--- src/wsd_pkg.sv ---
// ----------------------------------------------------------------------------
// WebSocket deframer package
// Shared types, codes and helper functions for the frame deframer.
// ----------------------------------------------------------------------------
package wsd_pkg;

  // Header parser phases.
  typedef enum logic [2:0] {
    PH_HDR0,
    PH_HDR1,
    PH_EXTHI,
    PH_EXTLO,
    PH_MASK,
    PH_DATA
  } phase_t;

  // Kinds of command passed from the parser to the output stage.
  typedef enum logic [1:0] {
    CMD_DATA,
    CMD_MARK,
    CMD_ERR
  } cmd_kind_t;

  // Frame status codes.
  localparam logic [2:0] ST_TEXT      = 3'd0;
  localparam logic [2:0] ST_PING      = 3'd1;
  localparam logic [2:0] ST_CLOSE     = 3'd2;
  localparam logic [2:0] ST_OTHER     = 3'd3;
  localparam logic [2:0] ST_UNMASKED  = 3'd4;
  localparam logic [2:0] ST_FIN_CLEAR = 3'd5;
  localparam logic [2:0] ST_LEN64     = 3'd6;
  localparam logic [2:0] ST_TOO_LONG  = 3'd7;

  // Opcodes that get a class of their own.
  localparam logic [3:0] OPC_TEXT  = 4'h1;
  localparam logic [3:0] OPC_CLOSE = 4'h8;
  localparam logic [3:0] OPC_PING  = 4'h9;

  // Seven-bit length codes that announce an extended length.
  localparam logic [6:0] LEN7_EXT16 = 7'd126;
  localparam logic [6:0] LEN7_EXT64 = 7'd127;

  // Frame buffer limit and header sizes that count against it.
  localparam int FRAME_BUF_LIMIT = 4200;
  localparam int HDR_SHORT_BYTES = 6;
  localparam int HDR_EXT_BYTES   = 8;

  // Configuration register.
  localparam int         MAXP_W        = 13;
  localparam logic [12:0] MAX_PAYLOAD_RST = 13'd4095;

  // Payload byte counter; the largest accepted payload fits in 13 bits.
  localparam int BC_W = 13;

  // Index of the last mask key byte.
  localparam logic [1:0] MASK_LAST_IDX = 2'd3;

  // Two-entry queues between and after the stages.
  localparam int Q_DEPTH = 2;
  localparam int Q_PTR_W = 1;
  localparam int Q_CNT_W = 2;

  // Command from the parser to the output stage.
  typedef struct packed {
    cmd_kind_t   kind;
    logic [7:0]  raw;
    logic [7:0]  key;
    logic        last;
    logic [3:0]  opcode;
    logic [2:0]  err;
    logic [15:0] length;
  } cmd_t;

  // One result item.
  typedef struct packed {
    logic [7:0]  data_byte;
    logic        data_valid;
    logic        frame_last;
    logic [2:0]  frame_status;
    logic [15:0] payload_length;
  } res_t;

  // Maps an opcode to its frame class.
  function automatic logic [2:0] frame_class(input logic [3:0] opcode);
    logic [2:0] cls;
    unique case (opcode)
      OPC_TEXT:  cls = ST_TEXT;
      OPC_PING:  cls = ST_PING;
      OPC_CLOSE: cls = ST_CLOSE;
      default:   cls = ST_OTHER;
    endcase
    return cls;
  endfunction

endpackage

--- src/websocket_frame_deframer.sv ---
// ----------------------------------------------------------------------------
// WebSocket frame deframer
// Takes a client-to-server byte stream one byte per transfer, parses each
// frame header and delivers unmasked payload bytes, empty-frame markers and
// header errors as results. The parser takes one byte every clock cycle
// while full is low; an accepted byte is registered in the command queue,
// and its result is then registered in the result queue before it can be
// taken from the out_ ports. full rises only once four results wait
// untaken, two in each queue, so a consumer that keeps pop high never stalls
// the input. max_payload is written through cfg_we and cfg_wdata; the user
// must write it only while the block is idle, which the block does not enforce.
// ----------------------------------------------------------------------------
module websocket_frame_deframer (
  input  logic                        clk,
  input  logic                        rst_n,
  input  logic                        push,
  output logic                        full,
  input  logic [7:0]                  in_byte,
  input  logic                        in_restart,
  output logic                        empty,
  input  logic                        pop,
  output logic [7:0]                  out_data_byte,
  output logic                        out_data_valid,
  output logic                        out_frame_last,
  output logic [2:0]                  out_frame_status,
  output logic [15:0]                 out_payload_length,
  input  logic                        cfg_we,
  input  logic [wsd_pkg::MAXP_W-1:0]  cfg_wdata
);

  logic          acc;
  logic          cmd_push;
  wsd_pkg::cmd_t cmd_in;
  wsd_pkg::cmd_t cmd_head;
  logic          cmd_empty;
  logic          cmd_pop;
  wsd_pkg::res_t res;

  // An input transfer completes when push meets free queue space.
  assign acc = push && !full;

  wsd_front u_front (
    .clk        (clk),
    .rst_n      (rst_n),
    .acc        (acc),
    .in_byte    (in_byte),
    .in_restart (in_restart),
    .cfg_we     (cfg_we),
    .cfg_wdata  (cfg_wdata),
    .cmd_push   (cmd_push),
    .cmd        (cmd_in)
  );

  wsd_cmdq u_cmdq (
    .clk   (clk),
    .rst_n (rst_n),
    .push  (cmd_push),
    .din   (cmd_in),
    .full  (full),
    .pop   (cmd_pop),
    .dout  (cmd_head),
    .empty (cmd_empty)
  );

  wsd_back u_back (
    .clk       (clk),
    .rst_n     (rst_n),
    .cmd_empty (cmd_empty),
    .cmd       (cmd_head),
    .cmd_pop   (cmd_pop),
    .pop       (pop),
    .empty     (empty),
    .res       (res)
  );

  // Result fields onto the output ports.
  assign out_data_byte      = res.data_byte;
  assign out_data_valid     = res.data_valid;
  assign out_frame_last     = res.frame_last;
  assign out_frame_status   = res.frame_status;
  assign out_payload_length = res.payload_length;

endmodule

--- src/wsd_front.sv ---
// ----------------------------------------------------------------------------
// WebSocket deframer front end
// Parses the header byte by byte, checks it and issues one command for
// every byte that causes a result.
// ----------------------------------------------------------------------------
module wsd_front (
  input  logic                        clk,
  input  logic                        rst_n,
  input  logic                        acc,
  input  logic [7:0]                  in_byte,
  input  logic                        in_restart,
  input  logic                        cfg_we,
  input  logic [wsd_pkg::MAXP_W-1:0]  cfg_wdata,
  output logic                        cmd_push,
  output wsd_pkg::cmd_t               cmd
);

  wsd_pkg::phase_t             phase_r, phase_nxt;
  logic                        stopped_r, stopped_nxt;
  logic                        fin_r, fin_nxt;
  logic [3:0]                  opcode_r, opcode_nxt;
  logic [15:0]                 length_r, length_nxt;
  logic [31:0]                 key_r, key_nxt;
  logic [wsd_pkg::BC_W-1:0]    bc_r, bc_nxt;
  logic [wsd_pkg::MAXP_W-1:0]  max_r, max_nxt;

  wsd_pkg::phase_t p_eff;
  logic            stp_eff;
  logic [6:0]      len7;
  logic [15:0]     len16;
  logic            long7;
  logic            long16;
  logic            hdr1_errv;
  logic [2:0]      hdr1_code;
  logic            mask_done;
  logic            data_last;
  logic [7:0]      key_sel;

  // Decode of the current byte against the parser state.
  always_comb begin
    p_eff   = in_restart ? wsd_pkg::PH_HDR0 : phase_r;
    stp_eff = in_restart ? 1'b0 : stopped_r;
    len7    = in_byte[6:0];
    len16   = {length_r[15:8], in_byte};
    long7   = ({6'd0, len7} > max_r) ||
              (14'({7'd0, len7}) + 14'(wsd_pkg::HDR_SHORT_BYTES) >
               14'(wsd_pkg::FRAME_BUF_LIMIT));
    long16  = (len16 > {3'd0, max_r}) ||
              (17'(len16) + 17'(wsd_pkg::HDR_EXT_BYTES) > 17'(wsd_pkg::FRAME_BUF_LIMIT));
    hdr1_errv = 1'b1;
    hdr1_code = wsd_pkg::ST_TOO_LONG;
    priority if (!in_byte[7]) begin
      hdr1_code = wsd_pkg::ST_UNMASKED;
    end else if (!fin_r) begin
      hdr1_code = wsd_pkg::ST_FIN_CLEAR;
    end else if (len7 == wsd_pkg::LEN7_EXT64) begin
      hdr1_code = wsd_pkg::ST_LEN64;
    end else if (len7 != wsd_pkg::LEN7_EXT16 && long7) begin
      hdr1_code = wsd_pkg::ST_TOO_LONG;
    end else begin
      hdr1_errv = 1'b0;
    end
    mask_done = (bc_r[1:0] == wsd_pkg::MASK_LAST_IDX);
    data_last = (16'(bc_r) + 16'd1) >= length_r;
    unique case (bc_r[1:0])
      2'd0:    key_sel = key_r[31:24];
      2'd1:    key_sel = key_r[23:16];
      2'd2:    key_sel = key_r[15:8];
      default: key_sel = key_r[7:0];
    endcase
  end

  // Next phase.
  always_comb begin
    phase_nxt = phase_r;
    if (acc && !stp_eff) begin
      unique case (p_eff)
        wsd_pkg::PH_HDR0: begin
          phase_nxt = wsd_pkg::PH_HDR1;
        end
        wsd_pkg::PH_HDR1: begin
          if (hdr1_errv) begin
            phase_nxt = wsd_pkg::PH_HDR0;
          end else if (len7 == wsd_pkg::LEN7_EXT16) begin
            phase_nxt = wsd_pkg::PH_EXTHI;
          end else begin
            phase_nxt = wsd_pkg::PH_MASK;
          end
        end
        wsd_pkg::PH_EXTHI: begin
          phase_nxt = wsd_pkg::PH_EXTLO;
        end
        wsd_pkg::PH_EXTLO: begin
          phase_nxt = long16 ? wsd_pkg::PH_HDR0 : wsd_pkg::PH_MASK;
        end
        wsd_pkg::PH_MASK: begin
          if (mask_done) begin
            phase_nxt = (length_r == 16'd0) ? wsd_pkg::PH_HDR0 : wsd_pkg::PH_DATA;
          end
        end
        wsd_pkg::PH_DATA: begin
          if (data_last) begin
            phase_nxt = wsd_pkg::PH_HDR0;
          end
        end
        default: begin
          phase_nxt = wsd_pkg::PH_HDR0;
        end
      endcase
    end else if (acc) begin
      phase_nxt = p_eff;
    end
  end

  // Header registers, counters and the command to the output stage.
  always_comb begin
    stopped_nxt = stopped_r;
    fin_nxt     = fin_r;
    opcode_nxt  = opcode_r;
    length_nxt  = length_r;
    key_nxt     = key_r;
    bc_nxt      = bc_r;
    max_nxt     = cfg_we ? cfg_wdata : max_r;
    cmd_push    = 1'b0;
    cmd         = '0;
    cmd.kind    = wsd_pkg::CMD_ERR;
    cmd.opcode  = opcode_r;
    if (acc) begin
      if (in_restart) begin
        stopped_nxt = 1'b0;
        bc_nxt      = '0;
      end
      if (!stp_eff) begin
        unique case (p_eff)
          wsd_pkg::PH_HDR0: begin
            fin_nxt    = in_byte[7];
            opcode_nxt = in_byte[3:0];
          end
          wsd_pkg::PH_HDR1: begin
            if (hdr1_errv) begin
              stopped_nxt = 1'b1;
              bc_nxt      = '0;
              cmd_push    = 1'b1;
              cmd.last    = 1'b1;
              cmd.err     = hdr1_code;
              if (hdr1_code == wsd_pkg::ST_TOO_LONG) begin
                length_nxt = {9'd0, len7};
                cmd.length = {9'd0, len7};
              end
            end else if (len7 == wsd_pkg::LEN7_EXT16) begin
              length_nxt = 16'd0;
            end else begin
              length_nxt = {9'd0, len7};
              bc_nxt     = '0;
            end
          end
          wsd_pkg::PH_EXTHI: begin
            length_nxt = {in_byte, 8'h00};
          end
          wsd_pkg::PH_EXTLO: begin
            length_nxt = len16;
            bc_nxt     = '0;
            if (long16) begin
              stopped_nxt = 1'b1;
              cmd_push    = 1'b1;
              cmd.last    = 1'b1;
              cmd.err     = wsd_pkg::ST_TOO_LONG;
              cmd.length  = len16;
            end
          end
          wsd_pkg::PH_MASK: begin
            key_nxt = {key_r[23:0], in_byte};
            if (mask_done) begin
              bc_nxt = '0;
              if (length_r == 16'd0) begin
                cmd_push = 1'b1;
                cmd.kind = wsd_pkg::CMD_MARK;
                cmd.last = 1'b1;
              end
            end else begin
              bc_nxt = bc_r + 1'b1;
            end
          end
          wsd_pkg::PH_DATA: begin
            cmd_push   = 1'b1;
            cmd.kind   = wsd_pkg::CMD_DATA;
            cmd.raw    = in_byte;
            cmd.key    = key_sel;
            cmd.last   = data_last;
            cmd.length = length_r;
            bc_nxt     = data_last ? '0 : bc_r + 1'b1;
          end
          default: begin
            bc_nxt = '0;
          end
        endcase
      end
    end
  end

  // State registers.
  always_ff @(posedge clk) begin
    if (!rst_n) begin
      phase_r   <= wsd_pkg::PH_HDR0;
      stopped_r <= 1'b0;
      fin_r     <= 1'b0;
      opcode_r  <= '0;
      length_r  <= '0;
      key_r     <= '0;
      bc_r      <= '0;
      max_r     <= wsd_pkg::MAX_PAYLOAD_RST;
    end else begin
      phase_r   <= phase_nxt;
      stopped_r <= stopped_nxt;
      fin_r     <= fin_nxt;
      opcode_r  <= opcode_nxt;
      length_r  <= length_nxt;
      key_r     <= key_nxt;
      bc_r      <= bc_nxt;
      max_r     <= max_nxt;
    end
  end

endmodule

--- src/wsd_cmdq.sv ---
// ----------------------------------------------------------------------------
// WebSocket deframer command queue
// Two-entry queue that decouples the header parser from the output stage.
// ----------------------------------------------------------------------------
module wsd_cmdq (
  input  logic          clk,
  input  logic          rst_n,
  input  logic          push,
  input  wsd_pkg::cmd_t din,
  output logic          full,
  input  logic          pop,
  output wsd_pkg::cmd_t dout,
  output logic          empty
);

  wsd_pkg::cmd_t                mem_r [wsd_pkg::Q_DEPTH];
  logic [wsd_pkg::Q_PTR_W-1:0]  wr_ptr_r, wr_ptr_nxt;
  logic [wsd_pkg::Q_PTR_W-1:0]  rd_ptr_r, rd_ptr_nxt;
  logic [wsd_pkg::Q_CNT_W-1:0]  cnt_r, cnt_nxt;
  logic                         do_push;
  logic                         do_pop;

  // Status and pointer updates.
  always_comb begin
    full       = (cnt_r == wsd_pkg::Q_CNT_W'(wsd_pkg::Q_DEPTH));
    empty      = (cnt_r == '0);
    do_push    = push && !full;
    do_pop     = pop && !empty;
    wr_ptr_nxt = do_push ? wr_ptr_r + 1'b1 : wr_ptr_r;
    rd_ptr_nxt = do_pop ? rd_ptr_r + 1'b1 : rd_ptr_r;
    cnt_nxt    = cnt_r + wsd_pkg::Q_CNT_W'(do_push) - wsd_pkg::Q_CNT_W'(do_pop);
    dout       = mem_r[rd_ptr_r];
  end

  // Entry storage.
  always_ff @(posedge clk) begin
    if (do_push) begin
      mem_r[wr_ptr_r] <= din;
    end
  end

  // Pointers and fill count.
  always_ff @(posedge clk) begin
    if (!rst_n) begin
      wr_ptr_r <= '0;
      rd_ptr_r <= '0;
      cnt_r    <= '0;
    end else begin
      wr_ptr_r <= wr_ptr_nxt;
      rd_ptr_r <= rd_ptr_nxt;
      cnt_r    <= cnt_nxt;
    end
  end

endmodule

--- src/wsd_back.sv ---
// ----------------------------------------------------------------------------
// WebSocket deframer back end
// Unmasks payload bytes, resolves the frame status and holds finished
// results in a two-entry output queue.
// ----------------------------------------------------------------------------
module wsd_back (
  input  logic          clk,
  input  logic          rst_n,
  input  logic          cmd_empty,
  input  wsd_pkg::cmd_t cmd,
  output logic          cmd_pop,
  input  logic          pop,
  output logic          empty,
  output wsd_pkg::res_t res
);

  wsd_pkg::res_t                mem_r [wsd_pkg::Q_DEPTH];
  logic [wsd_pkg::Q_PTR_W-1:0]  wr_ptr_r, wr_ptr_nxt;
  logic [wsd_pkg::Q_PTR_W-1:0]  rd_ptr_r, rd_ptr_nxt;
  logic [wsd_pkg::Q_CNT_W-1:0]  cnt_r, cnt_nxt;
  logic                         full;
  logic                         do_pop;
  wsd_pkg::res_t                res_new;

  // Result formatting for the command at the head of the command queue.
  always_comb begin
    res_new                = '0;
    res_new.frame_last     = cmd.last;
    res_new.payload_length = cmd.length;
    unique case (cmd.kind)
      wsd_pkg::CMD_DATA: begin
        res_new.data_byte    = cmd.raw ^ cmd.key;
        res_new.data_valid   = 1'b1;
        res_new.frame_status = wsd_pkg::frame_class(cmd.opcode);
      end
      wsd_pkg::CMD_MARK: begin
        res_new.frame_status = wsd_pkg::frame_class(cmd.opcode);
      end
      default: begin
        res_new.frame_status = cmd.err;
      end
    endcase
  end

  // Output queue control.
  always_comb begin
    full       = (cnt_r == wsd_pkg::Q_CNT_W'(wsd_pkg::Q_DEPTH));
    empty      = (cnt_r == '0);
    cmd_pop    = !cmd_empty && !full;
    do_pop     = pop && !empty;
    wr_ptr_nxt = cmd_pop ? wr_ptr_r + 1'b1 : wr_ptr_r;
    rd_ptr_nxt = do_pop ? rd_ptr_r + 1'b1 : rd_ptr_r;
    cnt_nxt    = cnt_r + wsd_pkg::Q_CNT_W'(cmd_pop) - wsd_pkg::Q_CNT_W'(do_pop);
    res        = mem_r[rd_ptr_r];
  end

  // Result storage.
  always_ff @(posedge clk) begin
    if (cmd_pop) begin
      mem_r[wr_ptr_r] <= res_new;
    end
  end

  // Pointers and fill count.
  always_ff @(posedge clk) begin
    if (!rst_n) begin
      wr_ptr_r <= '0;
      rd_ptr_r <= '0;
      cnt_r    <= '0;
    end else begin
      wr_ptr_r <= wr_ptr_nxt;
      rd_ptr_r <= rd_ptr_nxt;
      cnt_r    <= cnt_nxt;
    end
  end

endmodule

--- config.mk ---
export PLATFORM = sky130hd
export DESIGN_NAME = websocket_frame_deframer
export DESIGN_NICKNAME = d
export VERILOG_FILES = /design/src/wsd_pkg.sv /design/src/websocket_frame_deframer.sv /design/src/wsd_front.sv /design/src/wsd_cmdq.sv /design/src/wsd_back.sv
export SDC_FILE = /design/constraint.sdc
export NUM_CORES = 1
export LEC_CHECK = 0
export ABC_AREA = 1
export BUFFER_PORTS_ARGS = -buffer_cell sky130_fd_sc_hd__buf_4
export CAP_MARGIN = 20
export CORE_ASPECT_RATIO = 0.6
export CORE_MARGIN = 4
export CORE_UTILIZATION = 41
export CTS_BUF_LIST = sky130_fd_sc_hd__clkbuf_4 sky130_fd_sc_hd__clkbuf_8
export CTS_CLUSTER_DIAMETER = 40
export DETAILED_ROUTE_END_ITERATION = 7
export GPL_TIMING_DRIVEN = 0
export PLACE_DENSITY_LB_ADDON = 0.2
export RECOVER_POWER = 100
export SKIP_CTS_REPAIR_TIMING = 1
export SLEW_MARGIN = 20
export SYNTH_ARGS = -nofsm -noshare
export SYNTH_HDL_FRONTEND = slang
export SYNTH_SLANG_ARGS = --single-unit
--- constraint.sdc ---
create_clock -name clk -period 11.1 [get_ports clk]
set_input_delay 2.22 -clock clk [delete_from_list [all_inputs] [get_ports clk]]
set_output_delay 2.22 -clock clk [all_outputs]
set_load 0.01 [all_outputs]
After elaboration in Yosys (flattened, before gate mapping)
Memories as Yosys holds them, arrays and structs flattened. A register that Yosys moved wholly into a read port is not among the register bits.
Cells that the tools add are included.
{"block": "word_totals", "ram_bits": 142, "reg_bits": 91, "in_bits": 27, "n_memories": 2}
{"block": "classes", "order_cmp": 5, "addsub": 12, "bitwise": 3, "n_mux": 64, "n_reduce_logical": 30, "n_eq_ne": 21}
{"memory": "u_cmdq.mem_r", "words": 2, "word_bits": 42, "read_ports": 1, "rd_ports_with_merged_regs": 1, "wr": 1, "line": "wsd_cmdq.sv:16", "rtl": "wsd_pkg::cmd_t mem_r [wsd_pkg::Q_DEPTH];"}
{"memory": "u_back.mem_r", "words": 2, "word_bits": 29, "read_ports": 1, "rd_ports_with_merged_regs": 1, "wr": 1, "line": "wsd_back.sv:17", "rtl": "wsd_pkg::res_t mem_r [wsd_pkg::Q_DEPTH];"}
{"cell": "19-bit 2-to-1 mux", "n": 6}
{"cell": "16-bit case mux with 3 select lines", "n": 2}
{"cell": "13-bit 2-to-1 mux", "n": 6}
{"cell": "13-bit case mux with 4 select lines", "n": 1}
{"cell": "16-bit 2-to-1 mux", "n": 3}
{"cell": "3-bit 2-to-1 mux", "n": 12}
{"cell": "8-bit case mux with 3 select lines", "n": 1}
{"cell": "1-bit 2-to-1 mux", "n": 21}
{"cell": "3-bit case mux with 6 select lines", "n": 1}
{"cell": "16-bit by 4-bit adder with 17-bit output (second input constant)", "n": 1}
{"cell": "17-bit by 13-bit > comparator with 1-bit output (second input constant)", "n": 1}
{"cell": "16-bit >= comparator", "n": 1}
{"cell": "16-bit by 13-bit > comparator with 1-bit output", "n": 1}
{"cell": "16-bit logical NOT", "n": 1}
{"cell": "13-bit by 1-bit adder with 14-bit output (second input constant)", "n": 1}
{"cell": "7-bit equality test (second input constant)", "n": 2}
{"cell": "14-bit by 13-bit > comparator with 1-bit output (second input constant)", "n": 1}
{"cell": "7-bit 2-to-1 mux", "n": 2}
{"cell": "13-bit by 1-bit adder with 13-bit output (second input constant)", "n": 1}
{"cell": "7-bit by 13-bit > comparator with 1-bit output", "n": 1}
{"cell": "3-bit equality test (second input constant)", "n": 3}
{"cell": "9-bit 2-to-1 mux", "n": 1}
{"cell": "3-bit AND reduction", "n": 3}
{"cell": "7-bit by 3-bit adder with 8-bit output (second input constant)", "n": 1}
{"cell": "30 further kinds", "n": 61}

Longest topological paths before layout
{"block": "logic_depth", "depth_word": 15, "mapped_depth": 21, "depth_no_buf": 21}

Hierarchy
A second synthesis with hierarchy kept.
{"block": "hier_totals", "cells_unflattened": 1123, "hier_area_um2": 11307.1}
{"mod": "wsd_front", "cells_each": 790, "seq_area_each_um2": 1661.6, "instances": 1, "area_per_inst_um2": 5248.8}
{"mod": "wsd_cmdq", "cells_each": 169, "seq_area_each_um2": 2622.5, "instances": 1, "area_per_inst_um2": 3484.6}
{"mod": "wsd_back", "cells_each": 162, "seq_area_each_um2": 1841.8, "instances": 1, "area_per_inst_um2": 2563.7}
{"mod": "websocket_frame_deframer", "cells_each": 2, "seq_area_each_um2": 0.0, "instances": 1, "area_per_inst_um2": 10.0}

Least setup slack after synthesis
No wires, ideal clock.
{"block": "synth_timing", "kind": "input -> register", "from": "in in_byte[0]", "to": "mem u_cmdq.mem_r[0][0] in the netlist's numbering (enable)", "stages": 13, "path_slack_ns": 5.506, "arrival_ns": 5.153, "path_buffers": 0, "required_time_ns": 10.659, "path_cell_list": "inv_1 -> ha_1 -> nand2_1 -> nor2_1 -> nand2_1 -> nand2_1 -> nor2_1 -> nand2_2 -> nand2_1 -> nand2_1 -> nand3_1 -> nand2_1 -> nor2_1"}
{"block": "synth_between", "elab_chain_cells": 15, "word_cells_on_any_way": 23, "classes_between": "add/sub: 2; order compare: 4; eq/ne: 2; mux: 11; reduce/logical: 4"}
{"element": "start: declaration", "line": "websocket_frame_deframer.sv:18", "rtl": "input logic [7:0] in_byte,"}
{"element": "7-bit by 3-bit adder with 8-bit output", "line": "wsd_front.sv:46", "rtl": "(14'({7'd0, len7}) + 14'(wsd_pkg::HDR_SHORT_BYTES) >"}
{"element": "14-bit by 13-bit > comparator with 1-bit output", "line": "wsd_front.sv:46"}
{"element": "1-bit logical OR", "line": "wsd_front.sv:45", "rtl": "long7 = ({6'd0, len7} > max_r) ||"}
{"element": "1-bit logical AND", "line": "wsd_front.sv:58", "rtl": "end else if (len7 != wsd_pkg::LEN7_EXT16 && long7) begin"}
{"element": "1-bit 2-to-1 mux", "line": "wsd_front.sv:58"}
{"element": "1-bit 2-to-1 mux", "line": "wsd_front.sv:56", "rtl": "end else if (len7 == wsd_pkg::LEN7_EXT64) begin"}
{"element": "1-bit 2-to-1 mux", "line": "wsd_front.sv:54", "rtl": "end else if (!fin_r) begin"}
{"element": "1-bit 2-to-1 mux", "line": "wsd_front.sv:52", "rtl": "priority if (!in_byte[7]) begin"}
{"element": "1-bit 2-to-1 mux"}
{"element": "1-bit case mux with 4 select lines *", "line": "wsd_front.sv:134", "rtl": "unique case (p_eff)"}
{"element": "1-bit 2-to-1 mux *", "line": "wsd_front.sv:133", "rtl": "if (!stp_eff) begin"}
{"element": "1-bit 2-to-1 mux *", "line": "wsd_front.sv:128", "rtl": "if (acc) begin"}
{"element": "1-bit logical AND *", "line": "wsd_cmdq.sv:27", "rtl": "do_push = push && !full;"}
{"element": "1-bit 2-to-1 mux *", "line": "wsd_cmdq.sv:37", "rtl": "if (do_push) begin"}
{"element": "1-bit 2-to-1 mux (not written as such) *", "line": "wsd_cmdq.sv:38", "rtl": "mem_r[wr_ptr_r] <= din;"}
{"element": "end: declaration", "line": "wsd_cmdq.sv:16"}
Every way passes the cells marked *; elsewhere a longest branch is shown, timed or not.

Worst setup path in the final report
Ends and elaborated chain as after synthesis.

==> results.cfg <==
[finish]
register_area_um2 = 6130
syn_to_final_growth_pct = 13.7
fin_nets = 1378
drive_gt1_frac = 0.116
multiInputGateArea_um2 = 4270
final_design_area_no_fill_um2 = 12700
fill_cells = 2607
antennaDiodeCount = 0
final_core_util = 0.477

[sta]
period_minus_slack_ns = 6.40
fmax_ghz = 0.156
worst_slack_ns = 4.70
hold_viol_final = 0
holdWs_ns = 0.456
worstMarginPinSlew_ns = 1.77
setup_viol = 0
final_max_slew_viol_count = 31
period_share = 0.577
rsz0062_at_grt = no
setup_tns_ns = 0
skew_ns = 0.0287
slew_headroom = -0.177

[synth]
avgSynthCellArea_um2 = 9.21
synth_cell_types = 48
synth_area_leaders = edfxtp_1, dfxtp_1, nand2_1
async_flop_share = 0
synth.top_cells.by_count = nand2_1, edfxtp_1, nor2_1
yosysMostFrequentCell = nand2_1
synth_top_area_share = 0.382
yosysWarnings = 0
syn-cell-area_um2 = 11200
synthFlopType = edfxtp_1
syn_inst = 1212
synth-seq-area-share = 0.549
synth_largest_area_cell = edfxtp_1
synth-edff-count = 142
yosys_register_bits = 235
synth_nets = 1275

[critical_path]
cp-end-kind = flop
required_ns = 11.27
startpoint_type = primary input
worstPathCellList = clkbuf_1, inv_1, ha_1, nand2_1, nor2_1, nand2_1, nand2_1, nor2_1, nand2_1, nand2_1, nand2_1, nand3_1, nand2_1, nor2_1, clkbuf_1, clkbuf_1
critPathMaxStageDelay_ns = 0.99
crit_type = in -> reg
arrival_ns = 6.58
reg2reg_to = u_cmdq.mem_r[0][0]$_DFFE_PP_
slowest_stage = nor2_1
worst-r2r-cell-count = 10
rrSetupSlack_ns = 6.16
r2r_start = u_front.bc_r[0]$_SDFFE_PN0P_
worstPathMaxFanout = 15
crit_top_cell = nand2_1

[clock_network]
cts_buffers = 39
cts-root-buf = clkbuf_8
tritoncts = built
cts_buffer_depth = 3
cts_sinks = 235
htree_levels = 2
path_clk_slew_ns = 0.06
clk_latency_ns = 0.57

[die]
die_area_um2 = 30000
ioPinCount = 58
die_height_um = 136
core-area_um2 = 26600
std_cell_rows = 46
die_w_um = 221
initial_core_util = 0.420

[placement]
portBuffers = 57
post_dp_cell_area_um2 = 12200
pre_cts_slack_ns = 5.97
gp_congestion = 0.905
hpwl_um = 21200

[min_path]
hold_depth = 1
hold_start = u_cmdq.rd_ptr_r$_SDFFE_PN0P_
worstHoldEndpoint = u_cmdq.rd_ptr_r$_SDFFE_PN0P_
hold_class = reg -> reg

[routing]
vias = 8787
drtIter0Drc = 639
dr.pass1.iters = 5
postRouteAntennaNets = 0
viasPerCell = 5.15
wl_um = 29300
routedWlPerCell_um = 17.2
drcViolationCount = 0

[global_routing]
grt_max_degree = 31
grt_pass1_vias = 8614
grt_pass1_wl_um = 46800
grt_usage = 0.197
antenna_found_initial = 0
grt_overflow = 0

[flow_run]
max_cap_violations = 1

[power_and_ir_drop]
combPwrFrac = 0.242
ir_worst_vdd_mv = 0.0802
switching_share = 0.324
powerDensity_nw_per_um2 = 204
clkPwrFrac = 0.318
p_int_mw = 1.75
leakage_nw = 5.29
p_switching_mw = 0.838
p_seq_frac = 0.440

[run_status]
status = complete, but fails checks
failed_checks = capacitance limit, slew limit
==> flip-flops by register name (all words and copies together) (netlist names), 2 cells and up, named ones only <==
| name | flops |
|---|---|
| u_cmdq.mem_r | 84 |
| u_front.length_r | 16 |
| u_back.cnt_r | 2 |
| u_front.max_r | 13 |
| u_front.opcode_r | 4 |
| u_back.mem_r | 58 |
| u_cmdq.cnt_r | 2 |
| u_front.key_r | 32 |
| u_front.phase_r | 3 |
| u_front.bc_r | 13 |
==> power by group through the flow <==
| stage | Clock [mW] | Combinational, mW | Sequential [mW] |
|---|---|---|---|
| after floorplan | 0 | 0.432 | 1.14 |
| after global placement | 0 | 0.672 | 1.16 |
| after detailed placement | 0 | 0.711 | 1.15 |
| after CTS | 0.837 | 0.715 | 1.14 |
| after global routing | 0.877 | 0.709 | 1.15 |
| final | 0.821 | 0.627 | 1.14 |
==> layout make-up <==
class,instances,share of cell area
plain buffers,46,0.0152
inverters,128,0.0380
multi-input cells,803,0.337
flip-flops and latches,235,0.483
clock inverters,14,0.00966
repair buffers,62,0.0260
clock buffers,58,0.0560
well taps,360,0.0355
==> routing by layer <==
metal | GRT usage | part of all wire | up-vias
li1 | - | - | 4307
met1 | 0.288 | 0.48 | 4146
met2 | 0.286 | 0.41 | 273
met3 | 0.0522 | 0.085 | 61
met4 | 0.0606 | 0.021 | 0
met5 | 0 | 0 | -
==> how the worst max path moves through the flow <==
stage,from,end,slack (ns),depth (start not counted)
after global routing,in_byte[0],u_cmdq.mem_r[0][0]$_DFFE_PP_,4.22,18
after detailed placement,in_byte[0],u_cmdq.mem_r[0][31]$_DFFE_PP_,5.97,16
after floorplan,in_byte[0],u_cmdq.mem_r[0][0]$_DFFE_PP_,5.51,13
after CTS,flop,out_data_byte[1],6.22,4
after global placement,in_byte[0],u_cmdq.mem_r[0][29]$_DFFE_PP_,3.88,14
final,in_byte[0],u_cmdq.mem_r[0][0]$_DFFE_PP_,4.70,16
==> placed cells by master (no fill, tap or decap), drive strengths merged, types with 14 or more instances in the layout <==
cell / count
edfxtp: 142
clkinv: 14
buf: 37
ha: 36
clkbuf: 129
xor2: 18
dfxtp: 93
a21oi: 107
nor2: 127
nand4: 18
mux2: 29
nor3: 26
nand3: 40
nand2: 272
o21ai: 89
inv: 124
==> per-stage QoR <==
| step | total power, mW | cells |
|---|---|---|
| after floorplan | 1.57 | 1212 |
| after global placement | 1.83 | 1629 |
| after detailed placement | 1.87 | 1634 |
| after CTS | 2.69 | 1706 |
| after global routing | 2.74 | 1706 |
| final | 2.59 | 1706 |
==> logic make-up (layout without fill, tap and decap cells) <==
family	count (synthesis)	after routing	share of synthesized area
multiplexers	31	31	0.0311
XOR/XNOR	26	26	0.0204
buffers and inverters	174	308	0.0624
AO/OA/AOI/OAI	220	220	0.107
AND/OR/NAND/NOR	490	490	0.190
adder cells (fa/ha/maj)	36	36	0.0404
flip-flops	235	235	0.549
==> worst max-delay path, delay by kind of cell <==
family	cells	cell delay [ns]
fa+ha+maj	1	0.34
buf+inv	4	1.90
simple gates	11	2.10
No activity file was read; power rests on OpenSTA's default activity.
